**src/sv/ccdm_pkg.sv**
```systemverilog
// Shared types, character constants and keyword table of the masker
`timescale 1ns / 1ps
package ccdm_pkg;

  localparam logic [7:0] CH_SLASH  = 8'h2F;
  localparam logic [7:0] CH_STAR   = 8'h2A;
  localparam logic [7:0] CH_BSLASH = 8'h5C;
  localparam logic [7:0] CH_DQUOTE = 8'h22;
  localparam logic [7:0] CH_SQUOTE = 8'h27;
  localparam logic [7:0] CH_HASH   = 8'h23;

  // Index of the final keyword character ("#define" has seven)
  localparam logic [2:0] KW_LAST = 3'd6;

  // Queue between front and back
  localparam int QDEPTH = 2;
  localparam int QPTR_W = (QDEPTH > 1) ? $clog2(QDEPTH) : 1;
  localparam int QCNT_W = $clog2(QDEPTH + 1);

  typedef enum logic [1:0] {
    ST_OK       = 2'd0,
    ST_BAD_CHAR = 2'd1,
    ST_OPEN_EOF = 2'd2
  } status_e;

  // One burst of results: a prefix (held slash or keyword characters) and an optional tail
  typedef struct packed {
    logic       pre_slash;
    logic [2:0] pre_len;
    logic       pre_code;
    logic       tail_en;
    logic [7:0] tail_char;
    logic       tail_code;
    logic       ends_line;
    status_e    status;
  } desc_t;

  function automatic logic [7:0] kw_char(input logic [2:0] idx);
    logic [7:0] ch;
    case (idx)
      3'd0:    ch = 8'h23; // #
      3'd1:    ch = 8'h64; // d
      3'd2:    ch = 8'h65; // e
      3'd3:    ch = 8'h66; // f
      3'd4:    ch = 8'h69; // i
      3'd5:    ch = 8'h6E; // n
      3'd6:    ch = 8'h65; // e
      default: ch = 8'h00;
    endcase
    return ch;
  endfunction

endpackage

```
**src/sv/ccdm_if.sv**
```systemverilog
// Valid/ready channel interfaces for the masker input and result streams
`timescale 1ns / 1ps
interface ccdm_in_if;
  logic       valid;
  logic       ready;
  logic [7:0] character;
  logic       has_char;
  logic       line_end;
  logic       file_end;

  modport source (output valid, character, has_char, line_end, file_end, input ready);
  modport sink (input valid, character, has_char, line_end, file_end, output ready);
  modport monitor (input valid, ready, character, has_char, line_end, file_end);
endinterface

interface ccdm_out_if;
  logic       valid;
  logic       ready;
  logic [7:0] out_char;
  logic       valid_code;
  logic       ends_line;
  logic [1:0] status;
  logic       last;

  modport source (output valid, out_char, valid_code, ends_line, status, last, input ready);
  modport sink (input valid, out_char, valid_code, ends_line, status, last, output ready);
  modport monitor (input valid, ready, out_char, valid_code, ends_line, status, last);
endinterface

```
**src/sv/ccdm_front.sv**
```systemverilog
// Front end: lexer state, classifies each input character into a result burst
`timescale 1ns / 1ps
module ccdm_front import ccdm_pkg::*; (
  input  logic          clk_i,
  input  logic          rst_ni,
  ccdm_in_if.sink       in_i,
  input  logic          full_i,
  output logic          push_o,
  output desc_t         desc_o
);

  localparam logic [3:0] M_NORMAL   = 4'd0;
  localparam logic [3:0] M_BLOCK    = 4'd1;
  localparam logic [3:0] M_STR      = 4'd2;
  localparam logic [3:0] M_STR_ESC  = 4'd3;
  localparam logic [3:0] M_CH_OPEN  = 4'd4;
  localparam logic [3:0] M_CH_ESC   = 4'd5;
  localparam logic [3:0] M_CH_CLOSE = 4'd6;
  localparam logic [3:0] M_LINECOM  = 4'd7;
  localparam logic [3:0] M_DEFINE   = 4'd8;

  logic [3:0] mode_q, mode_d;
  logic [2:0] pcnt_q, pcnt_d;
  logic       pslash_q, pslash_d;
  logic       star_q, star_d;

  logic [7:0] c;
  logic       has, le, fe, active, accept;
  logic       kw_hit;
  logic [2:0] rel_len;
  logic       nc_tail_en, nc_tail_code, nc_hold_slash, nc_hold_hash;
  logic [3:0] nc_mode;
  desc_t      d;

  assign c      = in_i.character;
  assign has    = in_i.has_char;
  assign fe     = in_i.file_end;
  assign le     = in_i.line_end | in_i.file_end;
  assign active = has | le;
  assign accept = in_i.valid & in_i.ready;

  assign in_i.ready = ~full_i;

  assign kw_hit  = (c == kw_char(pcnt_q));
  assign rel_len = (pcnt_q > KW_LAST) ? KW_LAST : pcnt_q;

  // Plain code character: open a literal, hold a possible prefix, or pass as code
  always_comb begin
    nc_tail_en    = 1'b0;
    nc_tail_code  = 1'b0;
    nc_hold_slash = 1'b0;
    nc_hold_hash  = 1'b0;
    nc_mode       = M_NORMAL;
    if (c == CH_SQUOTE) begin
      nc_tail_en = 1'b1;
      nc_mode    = M_CH_OPEN;
    end else if (c == CH_DQUOTE) begin
      nc_tail_en = 1'b1;
      nc_mode    = M_STR;
    end else if (c == CH_SLASH && !le) begin
      nc_hold_slash = 1'b1;
    end else if (c == CH_HASH && !le) begin
      nc_hold_hash = 1'b1;
    end else begin
      nc_tail_en   = 1'b1;
      nc_tail_code = 1'b1;
    end
  end

  always_comb begin
    d.pre_slash = 1'b0;
    d.pre_len   = 3'd0;
    d.pre_code  = 1'b1;
    d.tail_en   = 1'b0;
    d.tail_char = c;
    d.tail_code = 1'b0;
    d.ends_line = le;
    d.status    = ST_OK;
    mode_d      = mode_q;
    pcnt_d      = pcnt_q;
    pslash_d    = pslash_q;
    star_d      = star_q;

    if (has) begin
      unique case (mode_q)
        M_BLOCK: begin
          d.tail_en = 1'b1;
          if (star_q && c == CH_SLASH) begin
            mode_d = M_NORMAL;
            star_d = 1'b0;
          end else begin
            star_d = (c == CH_STAR);
          end
        end
        M_STR: begin
          d.tail_en = 1'b1;
          if (c == CH_DQUOTE) mode_d = M_NORMAL;
          else if (c == CH_BSLASH) mode_d = M_STR_ESC;
        end
        M_STR_ESC: begin
          d.tail_en = 1'b1;
          mode_d    = M_STR;
        end
        M_CH_OPEN: begin
          d.tail_en = 1'b1;
          mode_d    = (c == CH_BSLASH) ? M_CH_ESC : M_CH_CLOSE;
        end
        M_CH_ESC: begin
          d.tail_en = 1'b1;
          mode_d    = M_CH_CLOSE;
        end
        M_CH_CLOSE: begin
          d.tail_en = 1'b1;
          if (c != CH_SQUOTE) d.status = ST_BAD_CHAR;
          mode_d = M_NORMAL;
        end
        M_LINECOM, M_DEFINE: begin
          d.tail_en = 1'b1;
        end
        default: begin
          mode_d = M_NORMAL;
          if (pslash_q && (c == CH_SLASH || c == CH_STAR)) begin
            // comment opener: slash and this character both masked
            d.pre_slash = 1'b1;
            d.pre_len   = 3'd1;
            d.pre_code  = 1'b0;
            d.tail_en   = 1'b1;
            mode_d      = (c == CH_SLASH) ? M_LINECOM : M_BLOCK;
            star_d      = 1'b0;
            pcnt_d      = 3'd0;
            pslash_d    = 1'b0;
          end else if (!pslash_q && pcnt_q != 3'd0 && pcnt_q <= KW_LAST && kw_hit) begin
            if (pcnt_q == KW_LAST) begin
              d.pre_len  = KW_LAST;
              d.pre_code = 1'b0;
              d.tail_en  = 1'b1;
              mode_d     = M_DEFINE;
              pcnt_d     = 3'd0;
            end else if (le) begin
              // prefix cut by the line end: release as code
              d.pre_len   = pcnt_q;
              d.tail_en   = 1'b1;
              d.tail_code = 1'b1;
              pcnt_d      = 3'd0;
            end else begin
              pcnt_d = pcnt_q + 3'd1;
            end
          end else begin
            // release anything held, then treat this as a plain character
            if (pslash_q) begin
              d.pre_slash = 1'b1;
              d.pre_len   = 3'd1;
            end else if (pcnt_q <= KW_LAST) begin
              d.pre_len = pcnt_q;
            end
            d.tail_en   = nc_tail_en;
            d.tail_code = nc_tail_code;
            mode_d      = nc_mode;
            pslash_d    = nc_hold_slash;
            pcnt_d      = (nc_hold_slash || nc_hold_hash) ? 3'd1 : 3'd0;
          end
        end
      endcase
    end else begin
      // empty line mark: release held prefix as code, then the marker
      d.pre_slash = pslash_q;
      d.pre_len   = pslash_q ? 3'd1 : rel_len;
      d.tail_en   = 1'b1;
      d.tail_char = 8'h00;
      pcnt_d      = 3'd0;
      pslash_d    = 1'b0;
    end

    if (le) begin
      star_d = 1'b0;
      unique case (mode_d) inside
        M_CH_OPEN, M_CH_ESC, M_CH_CLOSE: begin
          d.status = ST_BAD_CHAR;
          mode_d   = M_NORMAL;
        end
        M_STR_ESC: mode_d = M_STR;
        M_LINECOM, M_DEFINE: begin
          if (!(has && c == CH_BSLASH)) mode_d = M_NORMAL;
        end
        default: ;
      endcase
    end

    if (fe) begin
      if (mode_d == M_BLOCK || mode_d == M_STR) d.status = ST_OPEN_EOF;
      mode_d   = M_NORMAL;
      pcnt_d   = 3'd0;
      pslash_d = 1'b0;
      star_d   = 1'b0;
    end
  end

  assign push_o = accept & active & (d.tail_en | (d.pre_len != 3'd0));
  assign desc_o = d;

  always_ff @(posedge clk_i or negedge rst_ni) begin
    if (!rst_ni) begin
      mode_q   <= M_NORMAL;
      pcnt_q   <= 3'd0;
      pslash_q <= 1'b0;
      star_q   <= 1'b0;
    end else if (accept && active) begin
      mode_q   <= mode_d;
      pcnt_q   <= pcnt_d;
      pslash_q <= pslash_d;
      star_q   <= star_d;
    end
  end

endmodule

```
**src/sv/ccdm_fifo.sv**
```systemverilog
// Short burst queue between the classifying front and the expanding back
`timescale 1ns / 1ps
module ccdm_fifo import ccdm_pkg::*; (
  input  logic  clk_i,
  input  logic  rst_ni,
  input  logic  push_i,
  input  desc_t data_i,
  input  logic  pop_i,
  output logic  full_o,
  output logic  empty_o,
  output desc_t head_o
);

  desc_t              mem_q [QDEPTH];
  logic [QPTR_W-1:0]  wr_q, rd_q;
  logic [QCNT_W-1:0]  cnt_q;
  logic               do_push, do_pop;

  assign full_o  = (cnt_q == QCNT_W'(QDEPTH));
  assign empty_o = (cnt_q == '0);
  assign head_o  = mem_q[rd_q];
  assign do_push = push_i & ~full_o;
  assign do_pop  = pop_i & ~empty_o;

  function automatic logic [QPTR_W-1:0] next_ptr(input logic [QPTR_W-1:0] p);
    return (p == QPTR_W'(QDEPTH - 1)) ? '0 : p + QPTR_W'(1);
  endfunction

  always_ff @(posedge clk_i) begin
    if (do_push) mem_q[wr_q] <= data_i;
  end

  always_ff @(posedge clk_i or negedge rst_ni) begin
    if (!rst_ni) begin
      wr_q  <= '0;
      rd_q  <= '0;
      cnt_q <= '0;
    end else begin
      if (do_push) wr_q <= next_ptr(wr_q);
      if (do_pop) rd_q <= next_ptr(rd_q);
      if (do_push && !do_pop) cnt_q <= cnt_q + QCNT_W'(1);
      else if (do_pop && !do_push) cnt_q <= cnt_q - QCNT_W'(1);
    end
  end

endmodule

```
**src/sv/ccdm_back.sv**
```systemverilog
// Back end: expands each queued burst into results, one per cycle while out_o is ready, into the output register
`timescale 1ns / 1ps
module ccdm_back import ccdm_pkg::*; (
  input  logic        clk_i,
  input  logic        rst_ni,
  input  desc_t       head_i,
  input  logic        empty_i,
  output logic        pop_o,
  ccdm_out_if.source  out_o
);

  logic [2:0] idx_q;
  logic       oval_q;
  logic [7:0] char_q;
  logic       code_q, ends_q, last_q;
  status_e    stat_q;

  logic       in_pre, is_final, load;
  logic [7:0] r_char;

  assign in_pre   = (idx_q < head_i.pre_len);
  assign r_char   = in_pre ? (head_i.pre_slash ? CH_SLASH : kw_char(idx_q)) : head_i.tail_char;
  assign is_final = in_pre ? (!head_i.tail_en && idx_q == head_i.pre_len - 3'd1) : 1'b1;
  assign load     = ~empty_i & (~oval_q | out_o.ready);
  assign pop_o    = load & is_final;

  always_ff @(posedge clk_i or negedge rst_ni) begin
    if (!rst_ni) begin
      idx_q  <= 3'd0;
      oval_q <= 1'b0;
    end else begin
      if (load) begin
        oval_q <= 1'b1;
        idx_q  <= is_final ? 3'd0 : idx_q + 3'd1;
      end else if (out_o.ready) begin
        oval_q <= 1'b0;
      end
    end
  end

  always_ff @(posedge clk_i) begin
    if (load) begin
      char_q <= r_char;
      code_q <= in_pre ? head_i.pre_code : head_i.tail_code;
      ends_q <= ~in_pre & head_i.ends_line;
      stat_q <= in_pre ? ST_OK : head_i.status;
      last_q <= is_final;
    end
  end

  assign out_o.valid      = oval_q;
  assign out_o.out_char   = char_q;
  assign out_o.valid_code = code_q;
  assign out_o.ends_line  = ends_q;
  assign out_o.status     = stat_q;
  assign out_o.last       = last_q;

endmodule

```
**src/sv/c_comment_define_masker.sv**
```systemverilog
// Top level of the C comment, literal and #define masker
//
//   channel  dir  handshake        payload
//   in_i     in   valid / ready    character, has_char, line_end, file_end
//   out_o    out  valid / ready    out_char, valid_code, ends_line, status, last
//
// One input transfer per cycle while the burst queue has room; each item becomes 0 to 7
// results, and the back end delivers one result per cycle from its output register while out_o is
// ready. An item that yields one result passes through the queue, then the output register; a held
// "#define" prefix or slash comes out later as a burst of up to seven results, during which input
// stalls once the two-entry queue fills. Reset clears lexer state, queue and output register.
`timescale 1ns / 1ps
module c_comment_define_masker import ccdm_pkg::*; (
  input  logic       clk_i,
  input  logic       rst_ni,
  ccdm_in_if.sink    in_i,
  ccdm_out_if.source out_o
);

  desc_t push_desc, head_desc;
  logic  push, pop, full, empty;

  ccdm_front u_front (
    .clk_i  (clk_i),
    .rst_ni (rst_ni),
    .in_i   (in_i),
    .full_i (full),
    .push_o (push),
    .desc_o (push_desc)
  );

  ccdm_fifo u_fifo (
    .clk_i   (clk_i),
    .rst_ni  (rst_ni),
    .push_i  (push),
    .data_i  (push_desc),
    .pop_i   (pop),
    .full_o  (full),
    .empty_o (empty),
    .head_o  (head_desc)
  );

  ccdm_back u_back (
    .clk_i   (clk_i),
    .rst_ni  (rst_ni),
    .head_i  (head_desc),
    .empty_i (empty),
    .pop_o   (pop),
    .out_o   (out_o)
  );

endmodule

```
**src/flat_wrapper.sv**
```systemverilog
// flat-port wrapper written by rule: the top's interface ports become plain ports
module c_comment_define_masker_flat import ccdm_pkg::*;
  (clk_i, rst_ni, in_i_valid, in_i_character, in_i_has_char, in_i_line_end, in_i_file_end, in_i_ready, out_o_valid, out_o_out_char, out_o_valid_code, out_o_ends_line, out_o_status, out_o_last, out_o_ready);
  ccdm_in_if in_i_i ();
  ccdm_out_if out_o_i ();
  input  logic clk_i;
  input  logic rst_ni;
  input wire logic [$bits(in_i_i.valid)-1:0] in_i_valid;
  input wire logic [$bits(in_i_i.character)-1:0] in_i_character;
  input wire logic [$bits(in_i_i.has_char)-1:0] in_i_has_char;
  input wire logic [$bits(in_i_i.line_end)-1:0] in_i_line_end;
  input wire logic [$bits(in_i_i.file_end)-1:0] in_i_file_end;
  output wire logic [$bits(in_i_i.ready)-1:0] in_i_ready;
  output wire logic [$bits(out_o_i.valid)-1:0] out_o_valid;
  output wire logic [$bits(out_o_i.out_char)-1:0] out_o_out_char;
  output wire logic [$bits(out_o_i.valid_code)-1:0] out_o_valid_code;
  output wire logic [$bits(out_o_i.ends_line)-1:0] out_o_ends_line;
  output wire logic [$bits(out_o_i.status)-1:0] out_o_status;
  output wire logic [$bits(out_o_i.last)-1:0] out_o_last;
  input wire logic [$bits(out_o_i.ready)-1:0] out_o_ready;
  assign in_i_i.valid = in_i_valid;
  assign in_i_i.character = in_i_character;
  assign in_i_i.has_char = in_i_has_char;
  assign in_i_i.line_end = in_i_line_end;
  assign in_i_i.file_end = in_i_file_end;
  assign in_i_ready = in_i_i.ready;
  assign out_o_valid = out_o_i.valid;
  assign out_o_out_char = out_o_i.out_char;
  assign out_o_valid_code = out_o_i.valid_code;
  assign out_o_ends_line = out_o_i.ends_line;
  assign out_o_status = out_o_i.status;
  assign out_o_last = out_o_i.last;
  assign out_o_i.ready = out_o_ready;
  c_comment_define_masker u_core (.clk_i(clk_i), .rst_ni(rst_ni), .in_i(in_i_i), .out_o(out_o_i));
endmodule
```
**config.mk**
```make
export PLATFORM = sky130hd
export DESIGN_NAME = c_comment_define_masker_flat
export DESIGN_NICKNAME = d
export VERILOG_FILES = /design/src/sv/ccdm_pkg.sv /design/src/sv/ccdm_if.sv /design/src/sv/ccdm_front.sv /design/src/sv/ccdm_fifo.sv /design/src/sv/ccdm_back.sv /design/src/sv/c_comment_define_masker.sv /design/src/flat_wrapper.sv
export SDC_FILE = /design/constraint.sdc
export NUM_CORES = 1
export LEC_CHECK = 0
export BUFFER_PORTS_ARGS = -buffer_cell sky130_fd_sc_hd__buf_4
export CORE_UTILIZATION = 54
export CTS_CLUSTER_SIZE = 14
export DETAILED_ROUTE_END_ITERATION = 16
export PLACE_DENSITY = 0.73
export SYNTH_ARGS = -nofsm -noshare
export SYNTH_HDL_FRONTEND = slang
export SYNTH_SLANG_ARGS = --single-unit
export TNS_END_PERCENT = 1
```
**constraint.sdc**
```tcl
create_clock -name clk_i -period 6 [get_ports clk_i]
set_input_delay 0.6 -clock clk_i [delete_from_list [all_inputs] [get_ports clk_i]]
set_output_delay 0.6 -clock clk_i [all_outputs]
set_load 0.01 [all_outputs]
```
==> results of run 1 <==
==> metrics by stage <==
step / instances / utilization, % / total power, W / setup slack, ns
global placement: 479 / 60.3 / 0.00143 / 2.48
detailed placement: 479 / 60.3 / 0.00146 / 2.30
finish: 495 / 63.2 / 0.00182 / 2.34
global route: 495 / 63.2 / 0.00195 / 1.91
floorplan: 369 / - / 0.00123 / 2.48
CTS: 495 / 63.2 / 0.00184 / 2.28
==> state kept, by name, summed over array words and instances (netlist names) <==
name	flops
u_core.u_back.out_o.out_char	8
u_core.u_back.out_o.valid	1
u_core.u_back.out_o.status	2
u_core.u_front.pcnt_q	3
u_core.u_back.idx_q	3
u_core.u_front.star_q	1
u_core.u_back.out_o.ends_line	1
u_core.u_fifo.mem_q	36
u_core.u_back.out_o.last	1
u_core.u_fifo.rd_q	1
u_core.u_front.mode_q	4
u_core.u_fifo.wr_q	1
u_core.u_fifo.cnt_q	2
u_core.u_back.out_o.valid_code	1
u_core.u_front.pslash_q	1
==> cell type report <==
type                            instances  area (um2)
Multi-Input combinational cell        268        1830
Timing Repair Buffer                   31         233
Clock inverter                          7        76.3
Inverter                               18        67.6
Sequential cell                        66        1900
Fill cell                             587        2520
Tap cell                               96         120
Clock buffer                            9         124
==> critical path, delay by kind of cell, from the launching register on <==
family | cells | cell delay [ns]
adder cells (fa/ha/maj) | 2 | 0.45
AND/OR/NAND/NOR | 4 | 0.99
flip-flops | 1 | 0.97
AO/OA/AOI/OAI | 2 | 0.51
XOR/XNOR | 2 | 0.29
multiplexers | 1 | 0.34
==> per-layer routing <==
| metal | GRT usage, % | vias up | wire, um |
|---|---|---|---|
| li1 | - | 1421 | - |
| met2 | 37.4 | 107 | 3990 |
| met5 | 0 | - | 0 |
| met4 | 12.7 | 0 | 268 |
| met3 | 4.67 | 26 | 395 |
| met1 | 30.5 | 1370 | 3530 |
==> cells by family after synthesis <==
group	after synthesis	synth area share (%)
AO/OA/AOI/OAI	86	15.6
XOR/XNOR	13	2.94
adder cells (fa/ha/maj)	16	5.18
buffers and inverters	35	3.72
flip-flops	66	49.0
multiplexers	16	4.63
AND/OR/NAND/NOR	137	18.9
==> placed cells by master (no fill, tap or decap), types with 4 or more instances in the layout <==
cell / n
sky130_fd_sc_hd__edfxtp_1: 49
sky130_fd_sc_hd__nand2_1: 33
sky130_fd_sc_hd__buf_4: 31
sky130_fd_sc_hd__nor2_1: 29
sky130_fd_sc_hd__a21oi_1: 21
sky130_fd_sc_hd__inv_1: 17
sky130_fd_sc_hd__dfrtp_1: 17
sky130_fd_sc_hd__ha_1: 16
sky130_fd_sc_hd__o21ai_0: 15
sky130_fd_sc_hd__and2_1: 15
sky130_fd_sc_hd__mux2i_1: 13
sky130_fd_sc_hd__nand3_1: 9
sky130_fd_sc_hd__clkbuf_8: 9
sky130_fd_sc_hd__xor2_1: 7
sky130_fd_sc_hd__nor2b_1: 7
sky130_fd_sc_hd__nor3_1: 7
sky130_fd_sc_hd__xnor2_1: 6
sky130_fd_sc_hd__nand2b_1: 5
sky130_fd_sc_hd__o41ai_1: 4
sky130_fd_sc_hd__nand3b_1: 4
sky130_fd_sc_hd__nor4b_1: 4
sky130_fd_sc_hd__o31ai_1: 4
sky130_fd_sc_hd__nor4_1: 4
sky130_fd_sc_hd__o211ai_1: 4
sky130_fd_sc_hd__a211oi_1: 4
==> worst max path at each step <==
stage,to,depth (start not counted)
after floorplan,u_core.u_fifo.mem_q[1][0],11
after global placement,u_core.u_fifo.cnt_q[1],11
after detailed placement,u_core.u_fifo.cnt_q[1],11
after CTS,u_core.u_fifo.cnt_q[1],11
after global routing,u_core.u_fifo.cnt_q[1],11
final,u_core.u_fifo.cnt_q[1],11
==> report_power, final <==
part           leakage [nW]  switching, W  total (W)  internal (W)
registers             0.673     0.0000986   0.000758      0.000659
logic                 0.845      0.000393   0.000690      0.000297
clock network        0.0962      0.000181   0.000376      0.000195
==> summary.txt, run 1 <==
Outcome
  – Outcome: finished, final reports clean

Clock network
  – CTS H-tree lvls: 3
  – Number of sinks driven by the clock tree: 66
  – Reg clk slew, reported paths: 0.08 ns
  – Total of hold buffers inserted after clock tree synthesis: 0
  – Maximum buffer depth of the clock tree: 2
  – Number of buffers added by the clock tree synthesis step: 9
  – CTS tree: built
  – Later-pin clock latency in the skew report: 0.34 ns
  – Cell at the root of the clock tree: sky130_fd_sc_hd__clkbuf_8
  – Number of post-CTS setup repair buffers: 0
  – Count of cells resized by post-cts repair: 0

Setup path
  – CP Launch Type: flop
  – Setup CP Type: reg2reg
  – Critical path fanouts, max: 20
  – Critical Path End Type: flop
  – R2r setup slk: 2.34 ns
  – CP Data Arrival Time: 3.89 ns
  – Critical register-to-register path endpoint: u_core.u_fifo.cnt_q[1]
  – Worst stage delay on the critical path: 0.97 ns
  – Required time of the critical path: 6.22 ns
  – Startpoint of the worst setup timing path: u_core.u_fifo.rd_q
  – Cell-by-cell trace of the critical path: mux2i_1, ha_1, nor2b_1, o21ai_0, nor2b_1, o41ai_1, nand2_1, ha_1, xor2_1, nor2_1, xor2_1
  – Critical-path cell with the highest stage delay: sky130_fd_sc_hd__dfrtp_1
  – Critical R2R Launch: u_core.u_fifo.rd_q
  – Cell depth of the worst flop-to-flop path: 11

Die
  – Die extent in x: 86.6 um
  – Row count: 30
  – Number of top-level pins: 30
  – Die footprint: 0.00750 mm2
  – Height of the die: 86.6 um
  – Initial Utilization: 56.3%
  – Placeable core region: 0.00687 mm2

STA
  – Fin Setup TNS: 0 ns
  – RSZ-0062 raised after global routing: false
  – Minimum period implied by the final worst setup slack: 3.66 ns
  – Transition time of the tightest slew-check pin: 0.956 ns
  – Normalized max-slew margin: 36.3%
  – Maximum clock frequency: 273 MHz
  – Setup skew after layout: 0.00491 ns
  – Number of max-slew violations in the final report: 0
  – Number of failing hold endpoints at the final stage: 0
  – Final setup viols: 0
  – Worst Hold Margin: 0.119 ns
  – Period utilisation layout: 61.1%

Global route
  – Wire length of the first global-routing pass: 13,400 um
  – GRT Total Usage: 23.6%
  – Largest net degree at the start of global routing: 23
  – Number of global-route vias before repair: 2,778
  – Total congestion overflow: 0
  – Initial antenna violation count: 0

Yosys
  – Net count after synthesis: 400
  – Synth top area cells: sky130_fd_sc_hd__edfxtp_1 (38%), sky130_fd_sc_hd__dfrtp_1 (11%), sky130_fd_sc_hd__ha_1 (5.2%), sky130_fd_sc_hd__mux2i_1 (3.4%), sky130_fd_sc_hd__nand2_1 (3.2%)
  – Count of warnings emitted by yosys: 0
  – Share of async-settable or async-resettable flops after synthesis: 25.8%
  – Share of the synthesized area in the top cell type: 38.0%
  – Fraction of the yosys area taken by sequential cells: 49.0%
  – Synth top cells by count: sky130_fd_sc_hd__edfxtp_1 (49), sky130_fd_sc_hd__nand2_1 (33), sky130_fd_sc_hd__nor2_1 (29)
  – Most frequent cell after synthesis: sky130_fd_sc_hd__edfxtp_1
  – Library cell occupying the most area in the post-synthesis netlist: sky130_fd_sc_hd__edfxtp_1
  – EDFF count, synth: 49
  – Cell variety after synth: 65
  – Synthesized netlist cell count: 369
  – Dominant register cell in the synthesized netlist: sky130_fd_sc_hd__edfxtp_1
  – Synth Register Bits: 66
  – Post-synthesis area per instance: 10.5 um2
  – Synthesized area: 0.00387 mm2

Placed design
  – Post-DP HPWL: 6010 um
  – Routability congestion estimate: 0.890
  – Placed cell area: 0.00414 mm2
  – Number of buffers added on ports: 29

Job
  – Number of max-cap violations: 0

Hold path
  – Worst hold path type: in2async

Power
  – Cell Pwr Density: 420 mW/mm2
  – Worst VDD drop: 0.000159 V
  – Leak: 1.61 nW

Route
  – Detailed Routing Iterations Pass 1: 4
  – Initial detailed-routing violation count: 143
  – Post-detailed-routing wire length: 8190 um
  – Vias: 2,924
  – Drt drc: 0
  – DR WL/cell: 16.5 um
  – Residual antenna-violating net count after detailed routing: 0
  – Post-detailed-route via-to-cell ratio: 5.91

Cells and area
  – Area growth from synthesis to final layout: 12.3%
  – Count of antenna diodes in the layout: 0
  – Nets@finish: 425
  – Share of post-route cells with drive strength above 1: 14.5%
  – Design Area, Final: 0.00434 mm2
Power figures use the tool's default switching activity.
==> run 2, diff against run 1 <==
--- a/config.mk
+++ b/config.mk
@@ -9,7 +9,7 @@
 export CORE_UTILIZATION = 54
 export CTS_CLUSTER_SIZE = 14
 export DETAILED_ROUTE_END_ITERATION = 16
-export PLACE_DENSITY = 0.73
+export PLACE_DENSITY = 0.76
 export SYNTH_ARGS = -nofsm -noshare
 export SYNTH_HDL_FRONTEND = slang
 export SYNTH_SLANG_ARGS = --single-unit
==> constraint.sdc (replaced) <==
create_clock -name clk_i -period 3.2 [get_ports clk_i]
set_input_delay 0.32 -clock clk_i [delete_from_list [all_inputs] [get_ports clk_i]]
set_output_delay 0.32 -clock clk_i [all_outputs]
set_load 0.01 [all_outputs]
==> summary.txt, run 2 (synthesis gave the netlist of run 1 again) <==
Outcome
  – Outcome: finished, final reports clean (unchanged)

Cells and area
  – Final core utilization: 67.8% (was 63.2%)
  – Design Area, Final: 0.00466 mm2 (was 0.00434 mm2)
  – Max reg flops: 36 (unchanged)
  – Nets@finish: 446 (was 425)
  – Share of post-route cells with drive strength above 1: 22.1% (was 14.5%)
  – Area growth from synthesis to final layout: 20.4% (was 12.3%)
  – Count of antenna diodes in the layout: 0 (unchanged)
  – Largest Register: u_core.u_fifo.mem_q (unchanged)
  – Most frequent cells in the layout: sky130_fd_sc_hd__buf_4 (49), sky130_fd_sc_hd__edfxtp_1 (49), sky130_fd_sc_hd__nand2_1 (33) (was sky130_fd_sc_hd__edfxtp_1 (49), sky130_fd_sc_hd__nand2_1 (33), sky130_fd_sc_hd__buf_4 (31))

Power
  – Leak: 1.75 nW (was 1.61 nW)
  – Worst VDD drop: 0.000331 V (was 0.000159 V)
  – Cell Pwr Density: 787 mW/mm2 (was 420 mW/mm2)

Route
  – DR WL/cell: 17.1 um (was 16.5 um)
  – Post-detailed-routing wire length: 8830 um (was 8190 um)
  – Initial detailed-routing violation count: 165 (was 143)
  – Detailed Routing Iterations Pass 1: 5 (was 4)
  – Post-detailed-route via-to-cell ratio: 5.94 (was 5.91)
  – Drt drc: 0 (unchanged)
  – Vias: 3,063 (was 2,924)
  – Residual antenna-violating net count after detailed routing: 0 (unchanged)

Setup path
  – CP Launch Type: flop (unchanged)
  – Setup CP Type: reg2reg (unchanged)
  – Worst stage delay on the critical path: 0.44 ns (was 0.97 ns)
  – Critical path fanouts, max: 4 (was 20)
  – Largest delay contributor family on the critical path: simple AND/OR/NAND/NOR gates (unchanged)
  – CP Data Arrival Time: 3.44 ns (was 3.89 ns)
  – Cell type with the highest occurrence count on the critical path: sky130_fd_sc_hd__ha_4
  – Required time of the critical path: 3.46 ns (was 6.22 ns)
  – Bufs and invs on worst path: 1 (was 0)
  – Critical Path End Type: flop (unchanged)
  – Cell-by-cell trace of the critical path: ha_4, ha_4, or3_4, nor4b_4, o32ai_4, or2_1, mux2_4, o31ai_4, inv_2, ha_4, xor2_1, nor2_1, xor2_1 (was mux2i_1, ha_1, nor2b_1, o21ai_0, nor2b_1, o41ai_1, nand2_1, ha_1, xor2_1, nor2_1, xor2_1)
  – Critical-path cell with the highest stage delay: sky130_fd_sc_hd__dfrtp_2 (was sky130_fd_sc_hd__dfrtp_1)

Global route
  – Wire length of the first global-routing pass: 14,100 um (was 13,400 um)
  – GRT Total Usage: 24.8% (was 23.6%)
  – Total congestion overflow: 0 (unchanged)
  – Number of global-route vias before repair: 3,021 (was 2,778)
  – Initial antenna violation count: 0 (unchanged)
  – Largest net degree at the start of global routing: 22 (was 23)

Die
  – Placeable core region: 0.00687 mm2 (unchanged)
  – Initial Utilization: 56.3% (unchanged)
  – Height of the die: 86.6 um (unchanged)
  – Number of top-level pins: 30 (unchanged)
  – Die footprint: 0.00750 mm2 (unchanged)
  – Die extent in x: 86.6 um (unchanged)
  – Row count: 30 (unchanged)

STA
  – Number of max-slew violations in the final report: 0 (unchanged)
  – Number of failing hold endpoints at the final stage: 0 (unchanged)
  – Minimum period implied by the final worst setup slack: 3.18 ns (was 3.66 ns)
  – Maximum clock frequency: 315 MHz (was 273 MHz)
  – RSZ-0062 raised after global routing: true (was false)
  – Setup skew after layout: 0.00593 ns (was 0.00491 ns)
  – Normalized max-slew margin: 53.1% (was 36.3%)
  – Period utilisation layout: 99.3% (was 61.1%)
  – Final setup viols: 0 (unchanged)
  – Transition time of the tightest slew-check pin: 0.703 ns (was 0.956 ns)

Clock network
  – Number of buffers added by the clock tree synthesis step: 9 (unchanged)
  – Number of post-CTS setup repair buffers: 0 (unchanged)
  – Number of sinks driven by the clock tree: 66 (unchanged)
  – CTS H-tree lvls: 3 (unchanged)
  – CTS tree: built (unchanged)
  – Cell at the root of the clock tree: sky130_fd_sc_hd__clkbuf_8 (unchanged)
  – Maximum buffer depth of the clock tree: 2 (unchanged)
  – Reg clk slew, reported paths: 0.08 ns (about the same)
  – Later-pin clock latency in the skew report: 0.34 ns (about the same)

Hold path
  – Worst hold path type: in2reg (was in2async)

Placed design
  – Placed cell area: 0.00439 mm2 (was 0.00414 mm2)
  – Routability congestion estimate: 0.918 (was 0.890)
  – Post-DP HPWL: 6410 um (was 6010 um)
  – Number of buffers added on ports: 29 (unchanged)

Job
  – Number of max-cap violations: 0 (unchanged)
==> run 2: cell count changes in the layout (fill, tap and decap cells not counted), moves of 2 or more <==
cell                         before  now
sky130_fd_sc_hd__buf_4           31   49
sky130_fd_sc_hd__ha_4             0    3
sky130_fd_sc_hd__buf_12           0    2
sky130_fd_sc_hd__nor2_1          29   27
sky130_fd_sc_hd__ha_1            16   12
sky130_fd_sc_hd__dfrtp_2          0    2
sky130_fd_sc_hd__clkinvlp_4       2    0
sky130_fd_sc_hd__dfrtp_1         17   15
sky130_fd_sc_hd__nor2_2           0    2
==> run 2: where the power goes <==
| group | internal, W | switching, W | total [W] |
|---|---|---|---|
| Combinational | 0.000658 | 0.000870 | 0.00153 |
| Sequential | 0.00124 | 0.000108 | 0.00135 |
| Clock | 0.000446 | 0.000347 | 0.000793 |
==> run 2: final cells by class <==
cell class | count | area, um2
Fill cell | 545 | 2210
Multi-Input combinational cell | 268 | 1930
Sequential cell | 66 | 1900
Timing Repair Buffer | 52 | 418
Clock buffer | 9 | 124
Tap cell | 96 | 120
Clock inverter | 7 | 100
Inverter | 18 | 67.6
==> run 2: final timing paths <==
kind	to	depth (start not counted)	start	slack (ns)
worst max-delay path	u_core.u_fifo.cnt_q[1]	13	u_core.u_front.pcnt_q[1]	0.02
worst min-delay path	u_core.u_front.mode_q[1]	2	in_i_file_end	0.22
worst max register to register	u_core.u_fifo.cnt_q[1]	13	u_core.u_front.pcnt_q[1]	0.02
worst min register to register	u_core.u_front.star_q	2	u_core.u_front.star_q	0.50
max in group asynchronous	u_core.u_front.pcnt_q[1]	2	rst_ni	2.57
min in group asynchronous	u_core.u_back.idx_q[1]	2	rst_ni	0.39
==> run 2: metrics by stage <==
stage	worst slack [ns]	hold WS, ns	cells	setup TNS, ns	power [W]
2_1_floorplan	-0.0307	0.0244	369	-0.0307	0.00234
3_3_place_gp	0.135	0.210	499	0	0.00280
3_5_place_dp	0.0360	0.212	499	0	0.00286
4_1_cts	0.00559	0.211	516	0	0.00366
5_1_grt	-0.111	0.224	516	-0.111	0.00389
6_report	0.0219	0.223	516	0	0.00367
==> run 2: metal layers <==
layer,global-route usage [%],vias to the layer above,share of wire (%)
met5,0,-,0
met4,14.4,0,4.1
met3,5.33,34,5.5
met2,40.5,111,49
met1,30.6,1457,41
li1,-,1461,-
==> run 2: repair_timing <==
action                                 CTS  global route
gates resized for setup                  0             8
endpoints found under the hold margin   17             0
hold buffers                             1             0
setup endpoints to repair                0            40
==> run 3, diff against run 2 <==
--- a/config.mk
+++ b/config.mk
@@ -9,7 +9,7 @@
 export CORE_UTILIZATION = 54
 export CTS_CLUSTER_SIZE = 14
 export DETAILED_ROUTE_END_ITERATION = 16
-export PLACE_DENSITY = 0.76
+export PLACE_DENSITY = 0.73
 export SYNTH_ARGS = -nofsm -noshare
 export SYNTH_HDL_FRONTEND = slang
 export SYNTH_SLANG_ARGS = --single-unit
==> constraint.sdc (replaced) <==
create_clock -name clk_i -period 4.02 [get_ports clk_i]
set_input_delay 0.402 -clock clk_i [delete_from_list [all_inputs] [get_ports clk_i]]
set_output_delay 0.402 -clock clk_i [all_outputs]
set_load 0.01 [all_outputs]
==> summary.txt, run 3 (synthesis gave the netlist of run 1 again) <==
Outcome
  – Outcome: finished, final reports clean (unchanged)

Placed design
  – Number of buffers added on ports: 29 (unchanged)
  – Post-DP HPWL: 5990 um (was 6410 um)
  – Number of cells in the design after placement: 484 (was 499)
  – Post-Place Worst Slack: 0.419 ns (was 0.0360 ns)
  – Routability congestion estimate: 1.01 (was 0.918)

Clock network
  – CTS H-tree lvls: 3 (unchanged)
  – Number of post-CTS setup repair buffers: 0 (unchanged)
  – Maximum buffer depth of the clock tree: 2 (unchanged)
  – CTS tree: built (unchanged)
  – Number of sinks driven by the clock tree: 66 (unchanged)
  – Cell at the root of the clock tree: sky130_fd_sc_hd__clkbuf_8 (unchanged)
  – Later-pin clock latency in the skew report: 0.34 ns (about the same)
  – Reg clk slew, reported paths: 0.08 ns (about the same)
  – Number of buffers added by the clock tree synthesis step: 9 (unchanged)

Setup path
  – Critical Path End Type: flop (unchanged)
  – Startpoint of the worst setup timing path: u_core.u_front.pcnt_q[0] (was u_core.u_front.pcnt_q[1])
  – Critical register-to-register path endpoint: u_core.u_fifo.cnt_q[1] (unchanged)
  – Required time of the critical path: 4.28 ns (was 3.46 ns)
  – CP Data Arrival Time: 3.90 ns (was 3.44 ns)
  – Capturing instance or port of the critical path: u_core.u_fifo.cnt_q[1] (unchanged)
  – CP Launch Type: flop (unchanged)
  – Critical path fanouts, max: 7 (was 4)
  – R2r setup slk: 0.38 ns (was 0.02 ns)
  – Cell depth of the worst flop-to-flop path: 12 (was 13)
  – Critical R2R Launch: u_core.u_front.pcnt_q[0] (was u_core.u_front.pcnt_q[1])
  – Setup CP Type: reg2reg (unchanged)

Global route
  – Total congestion overflow: 0 (unchanged)
  – Number of global-route vias before repair: 2,861 (was 3,021)
  – Initial antenna violation count: 0 (unchanged)
  – GRT Total Usage: 24.4% (was 24.8%)
  – Largest net degree at the start of global routing: 23 (was 22)
  – Met3 usage in global routing: 6.19% (was 5.33%)
  – Met2 track demand over resource in global routing: 39.4% (was 40.5%)
  – Wire length of the first global-routing pass: 13,800 um (was 14,100 um)
  – Global routing's busiest layer: met2 (unchanged)
  – Met1 Track Usage GR: 30.5% (was 30.6%)

STA
  – Period utilisation layout: 90.5% (was 99.3%)
  – Minimum period implied by the final worst setup slack: 3.64 ns (was 3.18 ns)
  – Transition time of the tightest slew-check pin: 0.880 ns (was 0.703 ns)
  – Maximum clock frequency: 275 MHz (was 315 MHz)
  – Number of max-slew violations in the final report: 0 (unchanged)
  – Fin Setup TNS: 0 ns (unchanged)
  – Final worst-path setup slack: 0.380 ns (was 0.0219 ns)
  – Setup skew after layout: 0.00541 ns (was 0.00593 ns)
  – RSZ-0062 raised after global routing: false (was true)
  – Normalized max-slew margin: 40.5% (was 53.1%)
  – Number of failing hold endpoints at the final stage: 0 (unchanged)
  – Final setup viols: 0 (unchanged)

Power
  – Overall power: 0.00288 W (was 0.00367 W)
  – Switch share: 35.3% (was 36.2%)
  – Internal power component: 0.00186 W (was 0.00234 W)
  – Switching power: 0.00102 W (was 0.00133 W)
  – Worst VDD drop: 0.000280 V (was 0.000331 V)
  – Fraction of power consumed by the clock network: 24.0% (was 21.6%)
  – Seq pwr share: 37.9% (was 36.7%)
  – Power share of the combinational group: 38.1% (was 41.7%)
  – Cell Pwr Density: 647 mW/mm2 (was 787 mW/mm2)
  – Leak: 1.67 nW (was 1.75 nW)

Cells and area
  – Share of post-route cells with drive strength above 1: 15.8% (was 22.1%)
  – Multi-input gate area: 0.00183 mm2 (was 0.00193 mm2)
  – Area growth from synthesis to final layout: 15.0% (was 20.4%)
  – Final core utilization: 64.8% (was 67.8%)
  – Largest Register: u_core.u_fifo.mem_q (unchanged)
  – Register cell area after layout: 0.00190 mm2 (about the same)
  – Nets@finish: 431 (was 446)
  – Max reg flops: 36 (unchanged)
  – Count of antenna diodes in the layout: 0 (unchanged)
  – Fill cell count: 563 (was 545)
  – Most frequent cells in the layout: sky130_fd_sc_hd__edfxtp_1 (49), sky130_fd_sc_hd__buf_4 (36), sky130_fd_sc_hd__nand2_1 (33) (was sky130_fd_sc_hd__buf_4 (49), sky130_fd_sc_hd__edfxtp_1 (49), sky130_fd_sc_hd__nand2_1 (33))
  – Non-filler instance count after layout: 501 (was 516)
  – Commonest non-fill, non-tap cell in the layout: sky130_fd_sc_hd__edfxtp_1

Route
  – Detailed Routing Iterations Pass 1: 5 (unchanged)
  – Post-detailed-route via-to-cell ratio: 6.02 (was 5.94)
  – Residual antenna-violating net count after detailed routing: 0 (unchanged)
  – Vias: 3,017 (was 3,063)
  – Initial detailed-routing violation count: 186 (was 165)
  – DR WL/cell: 16.7 um (was 17.1 um)
  – Drt drc: 0 (unchanged)
  – Post-detailed-routing wire length: 8350 um (was 8830 um)

Hold path
  – Worst hold path type: in2reg (unchanged)

Die
  – Height of the die: 86.6 um (unchanged)
  – Initial Utilization: 56.3% (unchanged)
  – Die footprint: 0.00750 mm2 (unchanged)
  – Row count: 30 (unchanged)
  – Number of top-level pins: 30 (unchanged)
  – Placeable core region: 0.00687 mm2 (unchanged)
  – Die extent in x: 86.6 um (unchanged)

Job
  – Number of max-cap violations: 0 (unchanged)
## run 3: cell count changes in the layout (fill, tap and decap cells not counted), sizes merged
cell    delta
bufinv     +1
buf       -15
inv        -1
## run 3: what timing repair did
item                       4_1_cts  5_1_grt
hold endpoints to repair        17        0
resized for setup                0        1
setup endpoints to repair        0        1
hold buffers                     1        0
## run 3: critical path: stages (launching register included)
cell and delay, ns:
sky130_fd_sc_hd__dfrtp_1 0.47, sky130_fd_sc_hd__ha_1 0.24, sky130_fd_sc_hd__ha_1 0.21, sky130_fd_sc_hd__or3_4 0.40, sky130_fd_sc_hd__nor4b_2 0.30, sky130_fd_sc_hd__o32ai_2 0.16, sky130_fd_sc_hd__nor4_1 0.49, sky130_fd_sc_hd__o21ai_0 0.27
sky130_fd_sc_hd__o31ai_4 0.29, sky130_fd_sc_hd__inv_1 0.08, sky130_fd_sc_hd__ha_1 0.33, sky130_fd_sc_hd__nor2_1 0.15, sky130_fd_sc_hd__xor2_1 0.17
## run 3: final cells by class
cell class,instances,share of cell area [%]
Sequential cell,66,42.6
Multi-Input combinational cell,268,41.2
Timing Repair Buffer,37,6.30
Clock inverter,7,2.81
Clock buffer,9,2.78
Tap cell,96,2.70
Inverter,18,1.52
## run 3: layer usage
layer | wire, um | part of all wire (%)
met1 | 3610 | 43
met5 | 0 | 0
met3 | 429 | 5.1
met4 | 187 | 2.2
met2 | 4120 | 49
## run 3: stage by stage
step	area (um2)	hold WS, ns
finish	4450	0.298
global route	4450	0.301
CTS	4440	0.285
detailed placement	4180	0.294
global placement	4180	0.297
floorplan	3870	0.106
## run 3: worst min path at each step
stage / start / end / slack (ns) / cells past startpoint
floorplan: rst_ni / u_core.u_back.idx_q[0] / 0.11 / 0
global placement: rst_ni / u_core.u_back.idx_q[2] / 0.30 / 1
detailed placement: rst_ni / u_core.u_back.idx_q[0] / 0.29 / 1
CTS: in_i_file_end / u_core.u_front.mode_q[1] / 0.28 / 2
global route: in_i_file_end / u_core.u_front.mode_q[1] / 0.30 / 2
finish: in_i_file_end / u_core.u_front.mode_q[1] / 0.30 / 2
## run 3: power by group through the flow
| stage | clock network, W | logic, W | registers [W] |
|---|---|---|---|
| after global routing | 0.000730 | 0.00122 | 0.00112 |
| after CTS | 0.000700 | 0.00110 | 0.00109 |
| after floorplan | 0 | 0.000739 | 0.00110 |
| after global placement | 0 | 0.00106 | 0.00110 |
| after detailed placement | 0 | 0.00108 | 0.00111 |
| final | 0.000690 | 0.00110 | 0.00109 |
